<file path="src/rtl/rtq_pkg.sv">
// ----------------------------------------------------------------------------
// rtq_pkg: shared constants and types for the axes-to-quaternion pipeline
// Internal matrix entries are signed Q1.30; widths below derive from that.
// ----------------------------------------------------------------------------
package rtq_pkg;

  localparam int IN_WIDTH_DEF = 16;
  localparam int OUT_FRAC_DEF = 14;

  localparam int MFRAC       = 30;            // fraction bits of matrix entries
  localparam int MW          = MFRAC + 2;     // signed Q1.30 entry width
  localparam int RATIO_STEPS = 2 * MFRAC;     // bits of sq/l2 quotient
  localparam int NSQ_BITS    = MFRAC + 1;     // bits of sqrt of that quotient
  localparam int NORM_LAT    = RATIO_STEPS + NSQ_BITS + 3;

  // output slot of a quaternion component
  typedef enum logic [1:0] {
    SLOT_W = 2'd0,
    SLOT_X = 2'd1,
    SLOT_Y = 2'd2,
    SLOT_Z = 2'd3
  } slot_t;

  // one normalized column vector
  typedef struct packed {
    logic                 zero;
    logic signed [MW-1:0] nz;
    logic signed [MW-1:0] ny;
    logic signed [MW-1:0] nx;
  } norm_t;

endpackage

</file>
<file path="src/rtl/rtq_sqrt.sv">
// ----------------------------------------------------------------------------
// rtq_sqrt: pipelined integer square root
// floor(sqrt(x)), one result bit per register stage, N stages deep.
// ----------------------------------------------------------------------------
module rtq_sqrt #(
  parameter int N = rtq_pkg::NSQ_BITS
) (
  input  logic           clk,
  input  logic           en,
  input  logic [2*N-1:0] x,
  output logic [N-1:0]   root
);

  logic [N+1:0]   rrem   [1:N-1];
  logic [N-1:0]   rq     [1:N];
  logic [2*N-1:0] rx     [1:N-1];

  logic [N+1:0]   in_rem [0:N-1];
  logic [N-1:0]   in_q   [0:N-1];
  logic [2*N-1:0] in_x   [0:N-1];
  logic [N+1:0]   cur    [0:N-1];
  logic [N+1:0]   trial  [0:N-1];
  logic           take   [0:N-1];

  always_comb begin
    in_rem[0] = '0;
    in_q[0]   = '0;
    in_x[0]   = x;
    for (int j = 1; j < N; j++) begin
      in_rem[j] = rrem[j];
      in_q[j]   = rq[j];
      in_x[j]   = rx[j];
    end
    for (int j = 0; j < N; j++) begin
      // remainder stays below 2^N before the last step
      cur[j]   = {in_rem[j][N-1:0], in_x[j][2*N-1 -: 2]};
      trial[j] = {in_q[j], 2'b01};
      take[j]  = (cur[j] >= trial[j]);
    end
  end

  always_ff @(posedge clk) begin
    if (en) begin
      for (int j = 0; j < N; j++) begin
        rq[j+1] <= {in_q[j][N-2:0], take[j]};
      end
      for (int j = 0; j < N - 1; j++) begin
        rrem[j+1] <= take[j] ? (cur[j] - trial[j]) : cur[j];
        rx[j+1]   <= in_x[j] << 2;
      end
    end
  end

  assign root = rq[N];

endmodule

</file>
<file path="config.mk">
export PLATFORM = sky130hd
export DESIGN_NAME = rtq_sqrt
export DESIGN_NICKNAME = d
export VERILOG_FILES = /design/src/rtl/rtq_pkg.sv /design/src/rtl/rtq_sqrt.sv
export SDC_FILE = /design/constraint.sdc
export NUM_CORES = 2
export LEC_CHECK = 0
export BUFFER_PORTS_ARGS = -buffer_cell sky130_fd_sc_hd__clkbuf_2
export CAP_MARGIN = 10
export CORE_MARGIN = 2
export CORE_UTILIZATION = 50
export DETAILED_ROUTE_END_ITERATION = 8
export HOLD_SLACK_MARGIN = 0.05
export PLACE_DENSITY = 0.7
export SKIP_CTS_REPAIR_TIMING = 1
export SYNTH_ARGS = -nofsm -noshare
export SYNTH_HDL_FRONTEND = slang
export SYNTH_SLANG_ARGS = --single-unit
</file>
<file path="constraint.sdc">
create_clock -name clk -period 4.06 [get_ports clk]
set_clock_uncertainty 0.1 [all_clocks]
set_input_delay 0.203 -clock clk [delete_from_list [all_inputs] [get_ports clk]]
set_output_delay 0.203 -clock clk [all_outputs]
set_load 0.01 [all_outputs]
</file>
==> flow_metrics.tcl <==
set metrics [dict create \
    hpwl_mm 154 \
    htree_levels 4 \
    worstHoldStart "rx[0][559]$_DFFE_PP_" \
    synth_edf_count 2313 \
    via_count 64500 \
    first_pass_iters 5 \
    highest_layer "met4" \
    max_slew_margin 0.324 \
    area_growth_pct 14.1 \
    cts_buffers 237 \
    endpoint "rrem[0][689]$_DFFE_PP_" \
    crit_type "flip-flop to flip-flop" \
    synth_seq_cells 2313 \
    ys_async_sr_fraction 0 \
    via_per_inst 5.49 \
    yosysSeqAreaShare 0.648 \
    numClockSinks 2313 \
    critPathArrivalTime_ns 4.38 \
    worstRegToRegCells 12 \
    die_w_um 467 \
    comb_power_share 0.205 \
    yosysWarnings 0 \
    ys.flop_type "edfxtp_1" \
    r2r-start "rrem[0][631]$_DFFE_PP_" \
    final_area_mm2 0.122 \
    wl_per_cell_um 18.3 \
    gp_congestion 0.922 \
    grt_pass1_wl_mm 340 \
    grtUsageTotal 0.195 \
    irDropWorstVdd_mv 0.444 \
    setup_slack_ns 0.190 \
    outcome "finished clean" \
    final-max-slew-violation-count 0 \
    avgSynthCellArea_um2 13.0 \
    ant_nets 0 \
    layout.cells.non_filler 11700 \
    final_util 0.575 \
    synth_cell_type_count 87 \
    io_pins 95 \
    max-cap-violations 0 \
    fill_cells 16700 \
    drive_gt1_frac 0.0898 \
    insertion_delay_ns 0.88 \
    setup.worst_path.start "rrem[0][631]$_DFFE_PP_" \
    route.met3.wl_mm 11.5 \
    dpl-instance-area_mm2 0.112 \
    port_buffers 94 \
    coreArea_mm2 0.213 \
    p_sw_frac 0.278 \
    place_ws_ns 0.0273 \
    worstSetupStartpointType "flip-flop" \
    post-route-min-period_ns 3.87 \
    power_frac_seq 0.461 \
    rsz0062_at_grt "false" \
    placed_cells 11200 \
    overflow 0 \
    p_per_area_mw_per_mm2 572 \
    grt_max_degree 148 \
    drt_iter0_drc 5421 \
    drc 0 \
    cts_buffer_depth 3 \
    hp-class "flip-flop to flip-flop" \
    antenna_found_initial 4 \
    finalSetupViolCount 0 \
    pwr-share-clk 0.333 \
    hold_violations 0 \
    worstPathMaxFanout 7 \
    grt_pass1_vias 62200 \
    syn-num-nets 8836 \
    tightestPinTransition_ns 1.01 \
    wirelength_mm 215 \
    fin_crit_sh 0.953 \
    die_h_um 467 \
    start_util 0.504 \
    syn_inst 8244 \
    internal-power_mw 50.5 \
    rows 169 \
    drt-met1-wl_mm 96.4 \
    fmax_ghz 0.258 \
    fin_nets 9304 \
    p_sw_mw 19.4 \
    clockRootBuffer "clkbuf_16" \
    clkSlewWorstSetupHoldPaths_ns 0.06 \
    met2_wirelength_mm 102 \
    final_common_cell "edfxtp_1" \
    cp.required_ns 4.57 \
    p_leak_nw 47.1 \
    cts_tree "yes" \
    r2r-end "rrem[0][689]$_DFFE_PP_" \
    ff2ff_setup_slack_ns 0.19 \
    dieArea_mm2 0.218 \
    hold_ws_ns 0.256 \
    layout_common_cells "edfxtp_1 (2,313), inv_1 (679), nand2_1 (606)" \
    synth_area_mm2 0.107 \
    cp-end-kind "flip-flop" \
]
-- cells in the mapped netlist, types with 71 or more instances --
library cell     n  area (um^2)
o21ai_0        481         2410
a21o_1         241         1810
nor2_1         434         1630
xnor2_1        368         3220
or3_1           88          551
nand2b_1        92          576
nand4_1         80          500
ha_1           528         6610
o21a_1          83          623
nor4_1         112          701
nor3_1         204         1020
nand2_1        606         2270
inv_1          679         2550
mux2_2          71          800
xor2_1         363         3180
a21oi_1        473         2370
clkbuf_1       153          574
edfxtp_1      2313        69500
nand3_1        124          621
-- layout make-up --
cell class                 count  area (um^2)  area share
antenna                        4         10.0   0.0000819
timing repair buffer         397         3530      0.0289
multi-input combinational   5081        34600       0.283
inverter                     682         2560      0.0210
clock buffer                 262         6050      0.0495
tap                         2821         3530      0.0289
sequential                  2313        69500       0.568
clock inverter               183         2480      0.0203
-- worst min path at each step --
stage	slack, ns	depth (start not counted)	to
after floorplan	0.20	0	rx[0][100]$_DFFE_PP_
after global placement	0.28	1	rx[0][85]$_DFFE_PP_
after detailed placement	0.28	1	rx[0][61]$_DFFE_PP_
after CTS	-0.69	1	rx[0][60]$_DFFE_PP_
after global routing	0.26	0	rx[0][1497]$_DFFE_PP_
final	0.26	0	rx[0][621]$_DFFE_PP_
-- sequential cells by signal, indices dropped and copies added (netlist names) --
register and flops:
rq 496, rrem 887, rx 930
-- logic make-up (layout without fill, tap and decap cells) --
kind of cell / count (synthesis) / in the layout / synth area share
mux: 80 / 80 / 0.00831
xor+xnor: 731 / 731 / 0.0598
fa+ha+maj: 528 / 528 / 0.0617
flops: 2313 / 2313 / 0.648
other cells: 1 / 5 / 0.0000350
simple gates: 2074 / 2074 / 0.0957
compound gates: 1667 / 1667 / 0.0961
buf+inv: 850 / 1524 / 0.0299
-- power groups by stage --
| stage | sequential [mW] | combinational, mW | clock [mW] |
|---|---|---|---|
| floorplan | 31.8 | 10.3 | 0 |
| global route | 32.5 | 16.0 | 24.9 |
| detailed placement | 32.7 | 14.1 | 0 |
| CTS | 32.2 | 14.2 | 24.0 |
| finish | 32.2 | 14.4 | 23.3 |
| global placement | 32.7 | 13.8 | 0 |
-- routing by layer --
metal,vias to the layer above,global-route usage
met2,1624,0.315
met1,31000,0.270
met4,0,0.0611
met5,-,0
met3,359,0.0328
li1,31500,-
-- stage by stage --
stage                     setup TNS [ns]  total power [mW]
final                                  0              69.9
after global routing                   0              73.4
after CTS                        -0.0278              70.4
after detailed placement               0              46.8
after global placement            -0.107              46.5
after floorplan                        0              42.1
-- worst max-delay path, cell delays in order, from the launching register on --
cell and delay, ns:
edfxtp_1 0.42, ha_1 0.38, a21o_1 0.20, a21o_1 0.18, a21o_1 0.20, a221o_1 0.31, a221oi_1 0.51, o21ai_1 0.26
a311oi_4 0.38, clkinvlp_4 0.30, nand2_1 0.16, nor3_1 0.07, xor2_1 0.14
(Power assumes the default switching activity.)
